`src/design/swfr_pkg.sv`:
```
// ----------------------------------------------------------------------------
// swfr_pkg
// shared widths, command and timer codes, and the control record passed
// from the window control to the result stages
// ----------------------------------------------------------------------------
package swfr_pkg;

   localparam int CMD_W    = 2;
   localparam int ACK_W    = 3;
   localparam int TXSEQ_W  = 3;
   localparam int TIMER_W  = 2;
   localparam int DATA_W   = 64;
   localparam int DUP_W    = 2;

   // command codes
   localparam logic [CMD_W-1:0] CMD_SEND    = 2'd0;
   localparam logic [CMD_W-1:0] CMD_ACK     = 2'd1;
   localparam logic [CMD_W-1:0] CMD_TIMEOUT = 2'd2;

   // timer requests
   localparam logic [TIMER_W-1:0] TMR_NONE    = 2'd0;
   localparam logic [TIMER_W-1:0] TMR_START   = 2'd1;
   localparam logic [TIMER_W-1:0] TMR_STOP    = 2'd2;
   localparam logic [TIMER_W-1:0] TMR_RESTART = 2'd3;

   // duplicate acks that trigger a fast retransmit
   localparam logic [DUP_W-1:0] DUP_LIMIT = 2'd3;

   typedef struct packed {
      logic                 accepted;
      logic                 tx_valid;
      logic [TXSEQ_W-1:0]   tx_seq;
      logic [TIMER_W-1:0]   timer_action;
      logic                 is_retransmit;
      logic                 window_full;
      logic                 from_store;
   } info_type;

endpackage

```
`src/design/swfr_store.sv`:
```
// ----------------------------------------------------------------------------
// swfr_store
// window payload memory, one write and one registered read per cycle
// ----------------------------------------------------------------------------
module swfr_store #(
   parameter int DEPTH  = 4,
   parameter int WIDTH  = 64,
   parameter int ADDR_W = 2
) (
   input  logic              clock,
   input  logic              wr_en,
   input  logic [ADDR_W-1:0] wr_addr,
   input  logic [WIDTH-1:0]  wr_data,
   input  logic              rd_en,
   input  logic [ADDR_W-1:0] rd_addr,
   output logic [WIDTH-1:0]  rd_data
);

   logic [WIDTH-1:0] mem_ff [DEPTH];
   logic [WIDTH-1:0] rd_data_ff;

   always_ff @(posedge clock) begin
      if (wr_en) begin
         mem_ff[wr_addr] <= wr_data;
      end
   end

   always_ff @(posedge clock) begin
      if (rd_en) begin
         rd_data_ff <= mem_ff[rd_addr];
      end
   end

   assign rd_data = rd_data_ff;

endmodule

```
`src/design/swfr_ctrl.sv`:
```
// ----------------------------------------------------------------------------
// swfr_ctrl
// window pointers, full flag and duplicate count; decides each beat's
// result and the slot access it needs
// ----------------------------------------------------------------------------
module swfr_ctrl #(
   parameter int SEQ_BITS = 3,
   parameter int WINDOW   = 4,
   parameter int SLOT_W   = 2
) (
   input  logic                          clock,
   input  logic                          reset,
   input  logic                          step,
   input  logic [swfr_pkg::CMD_W-1:0]    cmd,
   input  logic [swfr_pkg::ACK_W-1:0]    ack_number,
   input  logic                          ack_checksum_ok,
   output swfr_pkg::info_type            info,
   output logic                          mem_we,
   output logic [SLOT_W-1:0]             mem_waddr,
   output logic                          mem_re,
   output logic [SLOT_W-1:0]             mem_raddr
);
   import swfr_pkg::*;

   localparam int  RANGE = ((1 << SEQ_BITS) / WINDOW) * WINDOW;
   localparam bit  RZ    = (RANGE == 0);
   localparam int  CW    = (SEQ_BITS > ACK_W) ? SEQ_BITS : ACK_W;
   localparam int  XW    = CW + 8;

   logic [SEQ_BITS-1:0] base_ff, base_in;
   logic [SEQ_BITS-1:0] next_ff, next_in;
   logic [SLOT_W-1:0]   base_slot_ff, base_slot_in;
   logic [SLOT_W-1:0]   next_slot_ff, next_slot_in;
   logic                full_ff, full_in;
   logic [DUP_W-1:0]    dup_ff, dup_in;

   logic [XW-1:0]       ack_x, base_x, next_x;
   logic [XW-1:0]       nx1_x, nx_wrap_x, bpw_x, bpw_wrap_x;
   logic [XW-1:0]       dist_x, slot_x, new_slot_x;
   logic [SLOT_W-1:0]   next_slot_inc;
   logic [DUP_W-1:0]    dup_inc;
   logic                inwin;
   info_type            info_c;
   logic                we_c, re_c;

   // sequence arithmetic
   always_comb begin
      ack_x  = XW'(ack_number);
      base_x = XW'(base_ff);
      next_x = XW'(next_ff);

      nx1_x = next_x + XW'(1);
      if (RZ || nx1_x >= XW'(RANGE)) begin
         nx_wrap_x = '0;
      end else begin
         nx_wrap_x = nx1_x;
      end

      bpw_x = base_x + XW'(WINDOW);
      if (RZ) begin
         bpw_wrap_x = '0;
      end else if (bpw_x >= XW'(RANGE)) begin
         bpw_wrap_x = bpw_x - XW'(RANGE);
      end else begin
         bpw_wrap_x = bpw_x;
      end

      // ack equal to base is never inside the window
      if (RZ || ack_x >= XW'(RANGE)) begin
         inwin = 1'b0;
      end else if (base_x <= next_x) begin
         inwin = (ack_x > base_x) && (ack_x <= next_x);
      end else begin
         inwin = (ack_x > base_x) || (ack_x <= next_x);
      end

      // slot of the new base, stepped back from the next slot
      if (next_x >= ack_x) begin
         dist_x = next_x - ack_x;
      end else begin
         dist_x = next_x + XW'(RANGE) - ack_x;
      end
      slot_x = XW'(next_slot_ff);
      if (slot_x >= dist_x) begin
         new_slot_x = slot_x - dist_x;
      end else begin
         new_slot_x = slot_x + XW'(WINDOW) - dist_x;
      end

      if (RZ || next_slot_ff == SLOT_W'(WINDOW - 1)) begin
         next_slot_inc = '0;
      end else begin
         next_slot_inc = next_slot_ff + SLOT_W'(1);
      end

      dup_inc = dup_ff + DUP_W'(1);
   end

   // per-beat decision
   always_comb begin
      base_in      = base_ff;
      next_in      = next_ff;
      base_slot_in = base_slot_ff;
      next_slot_in = next_slot_ff;
      full_in      = full_ff;
      dup_in       = dup_ff;
      info_c       = '0;
      we_c         = 1'b0;
      re_c         = 1'b0;

      unique case (cmd)
         CMD_SEND: begin
            if (!full_ff) begin
               we_c                = 1'b1;
               info_c.accepted     = 1'b1;
               info_c.tx_valid     = 1'b1;
               info_c.tx_seq       = TXSEQ_W'(next_ff);
               info_c.timer_action = (base_ff == next_ff) ? TMR_START : TMR_NONE;
               next_in             = SEQ_BITS'(nx_wrap_x);
               next_slot_in        = next_slot_inc;
               if (nx_wrap_x == bpw_wrap_x) begin
                  full_in = 1'b1;
               end
            end
         end
         CMD_ACK: begin
            if (ack_checksum_ok) begin
               if (inwin) begin
                  base_in             = SEQ_BITS'(ack_x);
                  base_slot_in        = SLOT_W'(new_slot_x);
                  dup_in              = '0;
                  full_in             = 1'b0;
                  info_c.timer_action = (ack_x != next_x) ? TMR_RESTART : TMR_STOP;
               end else if (dup_inc == DUP_LIMIT) begin
                  dup_in               = '0;
                  re_c                 = 1'b1;
                  info_c.tx_valid      = 1'b1;
                  info_c.tx_seq        = TXSEQ_W'(base_ff);
                  info_c.timer_action  = TMR_RESTART;
                  info_c.is_retransmit = 1'b1;
                  info_c.from_store    = 1'b1;
               end else begin
                  dup_in = dup_inc;
               end
            end
         end
         CMD_TIMEOUT: begin
            re_c                 = 1'b1;
            info_c.tx_valid      = 1'b1;
            info_c.tx_seq        = TXSEQ_W'(base_ff);
            info_c.timer_action  = TMR_RESTART;
            info_c.is_retransmit = 1'b1;
            info_c.from_store    = 1'b1;
         end
         default: begin
         end
      endcase

      info_c.window_full = full_in;
   end

   always_ff @(posedge clock) begin
      if (reset) begin
         base_ff      <= '0;
         next_ff      <= '0;
         base_slot_ff <= '0;
         next_slot_ff <= '0;
         full_ff      <= 1'b0;
         dup_ff       <= '0;
      end else if (step) begin
         base_ff      <= base_in;
         next_ff      <= next_in;
         base_slot_ff <= base_slot_in;
         next_slot_ff <= next_slot_in;
         full_ff      <= full_in;
         dup_ff       <= dup_in;
      end
   end

   assign info      = info_c;
   assign mem_we    = step & we_c;
   assign mem_waddr = next_slot_ff;
   assign mem_re    = step & re_c;
   assign mem_raddr = base_slot_ff;

endmodule

```
`src/design/sliding_window_sender_fast_retransmit_unit.sv`:
```
// ----------------------------------------------------------------------------
// sliding_window_sender_fast_retransmit_unit
// sender side of a sliding window with cumulative acks, one retransmission
// timer and fast retransmit on the third duplicate ack
// ----------------------------------------------------------------------------
// usage
//   req channel: one beat per command (send, ack, timer expiry). a send
//   carries its payload, an ack its number and checksum flag
//   rsp channel: exactly one result beat per request beat, in order: send
//   accepted or refused, the packet to transmit (if any), timer request and
//   the window full flag after the update
//   path: each request beat passes the read stage, where the registered read
//   of the payload memory lands, and then the output register
//   throughput: one beat per cycle while rsp_ready is high; pointers live in
//   registers and each beat makes at most one access to the payload memory,
//   so beats follow back to back with no interlock
//   stall: while rsp_ready is low the output register holds its beat and one
//   more request beat is taken into the read stage; then req_ready drops
//   reset: pointers, full flag and duplicate count clear, both stages empty;
//   payload slots are undefined until a send writes them
// ----------------------------------------------------------------------------
module sliding_window_sender_fast_retransmit_unit #(
   parameter int SEQ_BITS     = 3,
   parameter int WINDOW       = 4,
   parameter int PAYLOAD_BITS = 64
) (
   input  logic                           clock,
   input  logic                           reset,
   input  logic                           req_valid,
   output logic                           req_ready,
   input  logic [swfr_pkg::CMD_W-1:0]     req_cmd,
   input  logic [swfr_pkg::DATA_W-1:0]    req_payload_word,
   input  logic [swfr_pkg::ACK_W-1:0]     req_ack_number,
   input  logic                           req_ack_checksum_ok,
   output logic                           rsp_valid,
   input  logic                           rsp_ready,
   output logic                           rsp_accepted,
   output logic                           rsp_tx_valid,
   output logic [swfr_pkg::TXSEQ_W-1:0]   rsp_tx_seq,
   output logic [swfr_pkg::DATA_W-1:0]    rsp_tx_payload,
   output logic [swfr_pkg::TIMER_W-1:0]   rsp_timer_action,
   output logic                           rsp_is_retransmit,
   output logic                           rsp_window_full
);
   import swfr_pkg::*;

   localparam int SLOT_W = (WINDOW > 1) ? $clog2(WINDOW) : 1;

   // request handshake and stage movement
   logic                    step;
   logic                    s1_advance;
   logic                    s1_valid_ff;
   info_type                s1_info_ff;
   logic [PAYLOAD_BITS-1:0] s1_data_ff;
   logic                    out_valid_ff;
   info_type                out_info_ff;
   logic [DATA_W-1:0]       out_payload_ff, out_payload_in;

   // control and memory
   info_type                info;
   logic                    mem_we, mem_re;
   logic [SLOT_W-1:0]       mem_waddr, mem_raddr;
   logic [PAYLOAD_BITS-1:0] send_data;
   logic [PAYLOAD_BITS-1:0] rd_data;

   assign s1_advance = s1_valid_ff && (!out_valid_ff || rsp_ready);
   assign req_ready  = !s1_valid_ff || s1_advance;
   assign step       = req_valid && req_ready;
   assign send_data  = PAYLOAD_BITS'(req_payload_word);

   swfr_ctrl #(
      .SEQ_BITS (SEQ_BITS),
      .WINDOW   (WINDOW),
      .SLOT_W   (SLOT_W)
   ) u_ctrl (
      .clock           (clock),
      .reset           (reset),
      .step            (step),
      .cmd             (req_cmd),
      .ack_number      (req_ack_number),
      .ack_checksum_ok (req_ack_checksum_ok),
      .info            (info),
      .mem_we          (mem_we),
      .mem_waddr       (mem_waddr),
      .mem_re          (mem_re),
      .mem_raddr       (mem_raddr)
   );

   // payload of each slot; read data lands with the beat in the read stage
   swfr_store #(
      .DEPTH  (WINDOW),
      .WIDTH  (PAYLOAD_BITS),
      .ADDR_W (SLOT_W)
   ) u_store (
      .clock   (clock),
      .wr_en   (mem_we),
      .wr_addr (mem_waddr),
      .wr_data (send_data),
      .rd_en   (mem_re),
      .rd_addr (mem_raddr),
      .rd_data (rd_data)
   );

   // retransmits take the stored slot, fresh sends their own word, other beats zero
   always_comb begin
      if (!s1_info_ff.tx_valid) begin
         out_payload_in = '0;
      end else if (s1_info_ff.from_store) begin
         out_payload_in = DATA_W'(rd_data);
      end else begin
         out_payload_in = DATA_W'(s1_data_ff);
      end
   end

   // read stage
   always_ff @(posedge clock) begin
      if (reset) begin
         s1_valid_ff <= 1'b0;
      end else if (step) begin
         s1_valid_ff <= 1'b1;
      end else if (s1_advance) begin
         s1_valid_ff <= 1'b0;
      end
   end

   always_ff @(posedge clock) begin
      if (step) begin
         s1_info_ff <= info;
         s1_data_ff <= send_data;
      end
   end

   // output register
   always_ff @(posedge clock) begin
      if (reset) begin
         out_valid_ff <= 1'b0;
      end else if (s1_advance) begin
         out_valid_ff <= 1'b1;
      end else if (rsp_ready) begin
         out_valid_ff <= 1'b0;
      end
   end

   always_ff @(posedge clock) begin
      if (s1_advance) begin
         out_info_ff    <= s1_info_ff;
         out_payload_ff <= out_payload_in;
      end
   end

   assign rsp_valid         = out_valid_ff;
   assign rsp_accepted      = out_info_ff.accepted;
   assign rsp_tx_valid      = out_info_ff.tx_valid;
   assign rsp_tx_seq        = out_info_ff.tx_seq;
   assign rsp_tx_payload    = out_payload_ff;
   assign rsp_timer_action  = out_info_ff.timer_action;
   assign rsp_is_retransmit = out_info_ff.is_retransmit;
   assign rsp_window_full   = out_info_ff.window_full;

endmodule
```
`config.mk`:
```
export PLATFORM = sky130hd
export DESIGN_NAME = sliding_window_sender_fast_retransmit_unit
export DESIGN_NICKNAME = d
export VERILOG_FILES = /design/src/design/swfr_pkg.sv /design/src/design/swfr_store.sv /design/src/design/swfr_ctrl.sv /design/src/design/sliding_window_sender_fast_retransmit_unit.sv
export SDC_FILE = /design/constraint.sdc
export NUM_CORES = 1
export LEC_CHECK = 0
export BUFFER_PORTS_ARGS = -buffer_cell sky130_fd_sc_hd__buf_4
export CAP_MARGIN = 20
export CORE_UTILIZATION = 64
export DETAILED_ROUTE_END_ITERATION = 12
export GPL_TIMING_DRIVEN = 0
export PLACE_DENSITY = 0.85
export SLEW_MARGIN = 25
export SYNTH_ARGS = -nofsm -noshare
export SYNTH_HDL_FRONTEND = slang
export SYNTH_SLANG_ARGS = --single-unit
export TNS_END_PERCENT = 5
```
`constraint.sdc`:
```
create_clock -name clock -period 12 [get_ports clock]
set_input_delay 2.4 -clock clock [delete_from_list [all_inputs] [get_ports clock]]
set_output_delay 2.4 -clock clock [all_outputs]
set_load 0.005 [all_outputs]
```
# Word-level counts from Yosys, hierarchy flattened
# Memory sizes are Yosys's and may differ from the RTL's. A register that Yosys moved wholly into a read port is not among the register bits.
# Cells that the tools add are included.
# Widths: inputs -> output; s select.
totals:
  memories: 1
  ramBits: 256
  inputBits: 74
  regBits: 162
memory_table:
  columns: ["memory", "words", "width", "read_ports", "rd_clocked_by_memory_dff", "write_ports", "line", "rtl"]
  rows:
  - ["u_store.mem_ff", 4, 64, 1, 1, 1, "swfr_store.sv:19", "logic [WIDTH-1:0] mem_ff [DEPTH];"]
classes:
  magnitude_cmp: 7
  n_addsub: 11
  n_eq_ne: 7
  mux: 36
  bitwise: 3
  reduce_logical: 14
op_table:
  columns: ["operator", "n"]
  rows:
  - ["$mux 64", 1]
  - ["$mux 11", 3]
  - ["$ge 11x4->1 const B", 2]
  - ["$mux 7", 3]
  - ["$mux 1", 19]
  - ["$pmux 6 s3", 1]
  - ["$eq 11x11->1", 1]
  - ["$ge 2x11->1", 1]
  - ["$sub 11x3->11", 1]
  - ["$sub 11x4->11 const B", 1]
  - ["$mux 2", 5]
  - ["$add 2x1->2 const B", 3]
  - ["$eq 2x2->1 const B", 3]
  - ["$le 3x3->1", 2]
  - ["$pmux 1 s2", 3]
  - ["$reduce_and 3->1", 2]
  - ["$add 3x4->5 const B", 1]
  - ["$add 3x1->4 const B", 1]
  - ["$add 3x3->4 const B", 1]
  - ["$mux 4", 1]
  - ["$reduce_and 4->1", 1]
  - ["$reduce_bool 2->1", 2]
  - ["$sub 2x2->2", 2]
  - ["$sub 3x3->4", 1]
  - ["11 further kinds", 17]

# Depth between registers and ports, before layout
# Gate-level depths: netlist of the first run.
logic_depth:
  word_depth: 8
  depth_mapped: 10

# By module
# From an unflattened synthesis of the first run, not the netlist that was laid out.
hier_totals:
  hier_cells: 844
  hier_area_um2: 18169.9
by_module_without_submodules:
  columns: ["mod", "n_inst", "seq_area_each_um2", "area_per_inst_um2", "cells_each"]
  rows:
  - ["swfr_store", 1, 9609.2, 11263.3, 402]
  - ["sliding_window_sender_fast_retransmit_unit", 1, 4454.3, 5667.9, 299]
  - ["swfr_ctrl", 1, 260.2, 1238.7, 143]

# Worst setup path before layout of the first run
# OpenSTA, ideal clock, no wires.
synth_timing:
  path_type: "in2reg"
  start: "input port req_ack_number[0] (netlist name)"
  end: "register u_store.rd_data_ff[0] (netlist: u_store.rd_data[0]) (read register of u_store.mem_ff) (enable)"
  t_arrival_ps: 6761
  path_stages: 8
  setup_slack_ps: 4732
  required_ps: 11493
  path_cell_list: "ha_1 inv_1 fa_1 a21o_1 a21oi_2 o21a_4 o21ai_2 a21oi_1"
synth_via:
  elab_chain_len: 7
  word_cells_on_any_way: 9
  cone_classes: "order compare: 2; mux: 4; bitwise: 1; reduce/logical: 2"
synth_rtl:
  columns: ["element", "line", "rtl"]
  rows:
  - ["start: declaration", "sliding_window_sender_fast_retransmit_unit.sv:33", "input logic [swfr_pkg::ACK_W-1:0] req_ack_number,"]
  - ["$gt 3x3->1 or $le 3x3->1 (tied branches)", "swfr_ctrl.sv:72, swfr_ctrl.sv:74", null]
  - ["$logic_or 1x1->1 or $logic_and 1x1->1 (tied branches)", "swfr_ctrl.sv:74, swfr_ctrl.sv:72", null]
  - ["$mux 1 (*)", "swfr_ctrl.sv:71", "end else if (base_x <= next_x) begin"]
  - ["$mux 1 (*)", "swfr_ctrl.sv:128", "if (inwin) begin"]
  - ["$mux 1 (*)", "swfr_ctrl.sv:127", "if (ack_checksum_ok) begin"]
  - ["$pmux 1 s2 (*)", "swfr_ctrl.sv:111", "unique case (cmd)"]
  - ["$and 1x1->1 (*)", "swfr_ctrl.sv:183", "assign mem_re = step & re_c;"]
  - ["named net mem_re", "sliding_window_sender_fast_retransmit_unit.sv:61", "logic mem_we, mem_re;"]
  - ["end: declaration", "swfr_store.sv:20", "logic [WIDTH-1:0] rd_data_ff;"]
# The timed path passes the listed nets; every way through them passes the cells marked *.
# A chain may end at the register's enable or synchronous reset.

# Worst setup path in the final report of the first run
layout_timing:
  start: "input port rsp_ready"
  end: "output port req_ready"
layout_via:
  elab_chain_len: 3
layout_rtl:
  columns: ["element", "line", "rtl"]
  rows:
  - ["start: declaration", "sliding_window_sender_fast_retransmit_unit.sv:36", "input logic rsp_ready,"]
  - ["$logic_or 1x1->1", "sliding_window_sender_fast_retransmit_unit.sv:66", "assign s1_advance = s1_valid_ff && (!out_valid_ff || rsp_ready);"]
  - ["$logic_and 1x1->1", "sliding_window_sender_fast_retransmit_unit.sv:66", null]
  - ["$logic_or 1x1->1", "sliding_window_sender_fast_retransmit_unit.sv:67", "assign req_ready = !s1_valid_ff || s1_advance;"]
  - ["end: declaration", "sliding_window_sender_fast_retransmit_unit.sv:30", "output logic req_ready,"]
# No other way between the ends.

==> flow_summary.toml, run 1 <==
[sta]
tns_ns = 0
rsz0062_at_grt = "no"
slew_violations = 0
max-slew-margin-rel = 0.416
holdWs_ns = 0.418
fmax_ghz = 0.191
skew_ns = 0.0179
tightestPinTransition_ns = 0.876
final_hold_viol_count = 0
layout_setup_ws_ns = 6.76
finalSetupViolCount = 0
finalCritPeriodShare = 0.436
fin_crit_ns = 5.24

[hold_path]
holdCritPathClass = "flip-flop to flip-flop"
min_from = "s1_info_ff[5]"
holdPathEnd = "rsp_tx_seq[0]"
whs_path_depth = 0

[critical_path]
r2r_cells = 12
path_max_fanout = 5
crit_chain = "buf_4 -> nand3b_4 -> buf_4"
timing.rr.end = "u_store.rd_data[19]"
r2r_slack_ns = 8.97
arrival_ns = 2.84
cp-start-kind = "input port"
path_class = "input port to primary output"
regToRegStartpoint = "u_ctrl.next_ff[0]"
worstSetupEndpointType = "primary output"
cpMostUsedCell = "buf_4"
crit_required_ns = 9.60
slowest_stage = "nand3b_4"
max_stage_delay_ns = 0.17

[cts]
cts-htree-levels = 2
postCtsSetupRepairBufs = 0
insertion_delay_ns = 0.55
clkTransAtPathRegs_ns = 0.06
cts_tree = "done"
root_buffer = "clkbuf_16"
cts_resized = 0
cts_num_sinks = 481
clockBufferDepth = 3
cts_buffers = 45
postCtsHoldBufs = 0

[drt]
wl_met1_um = 13700
vias_per_cell = 5.94
vias = 8744
firstDrtPassIters = 5
drcViolationCount = 0
drt_iter0_markers = 784
wl_per_cell_um = 23.1
routed-wl-met2_um = 17500
routed_wl_um = 34000
wl_met3_um = 2060
ant_nets = 0
top_layer = "met4"

[global_routing]
grt_max_degree = 40
gr-total-overflow = 0
grt_pass1_vias = 8886
grt_pass1_wl_um = 50900
grt_antenna_before_repair = 0
gr-usage-all-layers = 0.242

[synth]
synth.distinct_cells = 50
syn-num-nets = 946
synthArstFlopShare = 0
ys.flop_type = "edfxtp_1"
ys_seq_elements = 481
netlist.area_leader.share = 0.778
synth_area_leaders = "edfxtp_1 (78%), mux4_2 (8.0%), mux2i_1 (3.6%), nor2b_1 (2.5%), dfxtp_1 (1.7%)"
syn_area_per_cell_um2 = 21.1
synth-seq-area-share = 0.794
yosysMostFrequentCell = "edfxtp_1"
yosysWarningCount = 0
netlist_area_um2 = 18000
synth_area_leader_cell = "edfxtp_1"
synthTopCellsByCount = "edfxtp_1 (466), nor2b_1 (71), mux2i_1 (64), mux4_2 (64), a21oi_1 (20)"
synth_edf_count = 466
syn_inst = 852

[floorplan]
io_pins = 149
die_h_um = 170
start_util = 0.649
die_w_um = 170
die-area_um2 = 28800
rows = 61
core-area_um2 = 27700

[final_layout]
syn_to_final_growth_pct = 17.9
fillers = 1469
num_antenna_cells = 0
fin_util = 0.766
finish.net_count = 1155
drive_above_1_share = 0.293
final_area_um2 = 21200

[status]
status = "completed"

[placed_design]
gp_congestion = 0.842
dp_slack_ns = 6.76
postPlaceCellArea_um2 = 19900
io_buffer_count = 148
hpwl_um = 20400

[power_and_ir_drop]
pwr_density_cell_nw_per_um2 = 158
ir_worst_vdd_mv = 0.161
power.leakage_nw = 7.26

[flow_run]
drv_cap = 0
==> worst max-delay path: cells and delay by family <==
family | cells | cell delay (ns)
buffers and inverters | 2 | 0.26
and+or+nand+nor | 1 | 0.17
==> how the worst max path moves through the flow <==
stage,start,cells past startpoint,slack [ns],endpoint
3_3_place_gp,rsp_ready,6,1.61,u_store.rd_data[17]
2_1_floorplan,req_ack_number[0],8,4.73,u_store.rd_data[0]
3_5_place_dp,rsp_ready,3,6.76,req_ready
4_1_cts,rsp_ready,3,6.76,req_ready
6_report,rsp_ready,3,6.76,req_ready
5_1_grt,rsp_ready,3,6.75,req_ready
==> state kept, by name, indices dropped and copies added, names as in the netlist <==
register,flops
s1_data_ff,64
rsp_tx_valid,1
rsp_tx_payload,64
u_ctrl.mem_waddr,2
rsp_accepted,1
u_store.rd_data,64
u_ctrl.full_ff,1
u_ctrl.mem_raddr,2
rsp_window_full,1
rsp_valid,1
rsp_tx_seq,3
s1_valid_ff,1
u_ctrl.next_ff,3
s1_info_ff,9
u_ctrl.base_ff,3
rsp_timer_action,2
u_ctrl.dup_ff,2
u_store.mem_ff,256
rsp_is_retransmit,1
==> cells in the final DEF, fill, tap and decap left out, types with 2 or more instances in the layout <==
cell type / n
edfxtp_1: 466
buf_4: 150
nor2b_1: 70
mux4_2: 64
mux2i_1: 64
clkbuf_16: 46
clkbuf_1: 22
inv_1: 19
a21oi_1: 19
ha_1: 19
buf_2: 16
dfxtp_1: 15
clkinv_1: 11
nand2_1: 9
nor2_1: 8
nand3_1: 7
buf_1: 6
clkinv_2: 6
xnor2_1: 5
buf_16: 5
buf_12: 5
nand4_1: 4
o21ai_0: 4
o31ai_1: 4
a211oi_1: 4
and2_4: 4
buf_8: 4
o21ai_2: 3
a21o_1: 2
and3_1: 2
==> kinds of logic (layout without fill, tap and decap cells) <==
group,Yosys count,count (layout),synth area share
multiplexers,129,129,0.117
adder cells (fa/ha/maj),20,20,0.0143
buffers and inverters,52,294,0.0124
AO/OA/AOI/OAI,50,50,0.0203
flip-flops,481,481,0.794
XOR/XNOR,6,6,0.00292
AND/OR/NAND/NOR,114,114,0.0390
==> metal layers <==
metal	global-route usage	up-vias
li1	-	3825
met1	0.321	4517
met2	0.415	342
met3	0.0429	60
met4	0.0736	0
met5	0	-
==> metrics by stage <==
| stage | total power, mW | std cells |
|---|---|---|
| 6_report | 3.36 | 1472 |
| 5_1_grt | 3.45 | 1472 |
| 4_1_cts | 3.37 | 1472 |
| 3_5_place_dp | 2.11 | 1392 |
| 3_3_place_gp | 2.10 | 1378 |
| 2_1_floorplan | 2.02 | 852 |
==> final cells by class <==
class                   instances  area (um^2)  area share
flip-flops and latches        481        14300       0.674
multi-input cells             319         3500       0.165
repair buffers                162         1410      0.0664
clock buffers                  61         1220      0.0574
well taps                     378          473      0.0223
plain buffers                  32          148     0.00696
clock inverters                19         95.1     0.00448
inverters                      20         80.1     0.00377
==> report_power, final <==
part	internal (mW)	switching, mW
sequential	1.89	0.0134
clock	0.709	0.572
combinational	0.0774	0.0938
total	2.68	0.679
(Power assumes the default switching activity.)
==> run 2, diff against run 1 <==
Settings changed: CORE_UTILIZATION 64 to 59, PLACE_DENSITY 0.85 to 0.79.
Clock period 12 ns to 5 ns, I/O delays scaled along.
==> flow_summary.toml, run 2 (synthesized netlist as in run 1, its figures left out) <==
[critical_path]
crit_chain = "buf_4 -> ha_1 -> inv_1 -> fa_1 -> a21o_1 -> a21oi_2 -> o21a_4 -> o21ai_2 -> a21oi_4 -> buf_16 -> buf_16"
path_max_fanout = 19
slowest_stage = "a21oi_4"
cpMostUsedCell = "buf_16"
arrival_ns = 3.29
crit_required_ns = 5.23
r2r_cells = 12
path_class = "input port to flip-flop"
cp.buffers_inverters = 4
max_stage_delay_ns = 0.40
crit_cells = 11
cp-start-kind = "input port"
worstSetupEndpointType = "flip-flop"
cp_top_family = "compound AO/OA/AOI/OAI gates"

[floorplan]
die_w_um = 177
rows = 63
die-area_um2 = 31200
die_h_um = 177
core-area_um2 = 29800
io_pins = 149
start_util = 0.604

[sta]
finalCritPeriodShare = 0.611
slew_violations = 0
max-slew-margin-rel = 0.453
finalSetupViolCount = 0
holdWs_ns = 0.413
tightestPinTransition_ns = 0.821
fmax_ghz = 0.327
rsz0062_at_grt = "no"
final_hold_viol_count = 0
skew_ns = 0.0187
fin_crit_ns = 3.06

[cts]
cts_tree = "done"
clkTransAtPathRegs_ns = 0.07
clockBufferDepth = 3
insertion_delay_ns = 0.54
cts-htree-levels = 2
root_buffer = "clkbuf_16"
cts_resized = 0
cts_buffers = 45
postCtsHoldBufs = 0
cts_num_sinks = 481
postCtsSetupRepairBufs = 0

[drt]
routed_wl_um = 33000
drcViolationCount = 0
firstDrtPassIters = 5
vias = 8518
vias_per_cell = 5.73
wl_per_cell_um = 22.2
drt_iter0_markers = 772
ant_nets = 0

[final_layout]
fillers = 1751
largest_register_ffs = 256
layout_commonest_cell = "edfxtp_1"
drive_above_1_share = 0.304
num_antenna_cells = 0
register_area_um2 = 14300
fin_util = 0.718
finish.net_count = 1154
final_cell_mix = "edfxtp_1 (466), buf_4 (150), nor2b_1 (70)"
syn_to_final_growth_pct = 19.0
multi_input_area_um2 = 3500
largest-register = "u_store.mem_ff"

[global_routing]
gr-total-overflow = 0
grt_pass1_wl_um = 50200
grt_max_degree = 52
gr-usage-all-layers = 0.217
grt_antenna_before_repair = 1
grt_pass1_vias = 8714

[placed_design]
io_buffer_count = 148
gp_congestion = 0.823
hpwl_um = 20000

[power_and_ir_drop]
power.leakage_nw = 7.33
pwr_density_cell_nw_per_um2 = 389
ir_worst_vdd_mv = 0.246

[hold_path]
whs_path_depth = 0
holdCritPathClass = "flip-flop to flip-flop"

[status]
status = "completed"

[flow_run]
drv_cap = 0
==> run 2: cell types whose count changed in the layout (fill, tap and decap cells not counted), moves of 3 or more <==
cell,before,now
clkinv_2,6,10
clkinvlp_4,1,4
bufinv_16,0,5
clkbuf_1,22,15
buf_8,4,0
==> run 2: final timing paths <==
check / endpoint / slack, ns / start
worst min-delay path: rsp_tx_seq[1] / 0.41 / s1_info_ff[6]
worst max register to register: u_store.rd_data[59] / 1.95 / u_ctrl.next_ff[0]
worst min register to register: rsp_tx_seq[1] / 0.41 / s1_info_ff[6]
worst max-delay path: u_store.rd_data[59] / 1.94 / req_ack_number[0]
==> run 2: worst register-to-register path, cell delays in order (launching register included) <==
cell	delay, ns
dfxtp_1	0.33
buf_2	0.18
inv_1	0.08
ha_1	0.14
inv_1	0.05
fa_1	0.36
a21o_1	0.17
a21oi_2	0.25
o21a_4	0.24
o21ai_2	0.14
a21oi_4	0.40
buf_16	0.23
buf_16	0.19
==> run 2: through the flow <==
stage                     setup TNS (ns)  setup WS, ns  cells  area [um^2]  total power, mW
after global placement           -334.02         -2.00   1390        19600             5.03
after global routing                   0          1.80   1487        21400             8.58
after detailed placement               0          1.40   1403        19900             5.06
after CTS                              0          1.95   1487        21400             8.38
after floorplan                        0         0.204    852        18000             4.84
final                                  0          1.94   1487        21400             8.33
==> run 2: report_power, final <==
part / switching, mW / internal (mW) / leakage, nW
clock network: 1.42 / 1.94 / 0.713
registers: 0.0311 / 4.53 / 4.43
logic: 0.220 / 0.185 / 2.19
total: 1.67 / 6.66 / 7.33
==> run 2: layout make-up <==
cell class,count,area share
Clock inverter,31,0.0143
Inverter,20,0.00374
Timing Repair Buffer,161,0.0665
Buffer,32,0.00690
Tap cell,390,0.0228
Clock buffer,53,0.0545
Sequential cell,481,0.668
Multi-Input combinational cell,319,0.164
==> run 2: per-layer routing <==
layer  GRT usage  share of wire
met3      0.0387          0.060
met2       0.363           0.51
met1       0.298           0.41
met4      0.0593          0.020
met5           0              0
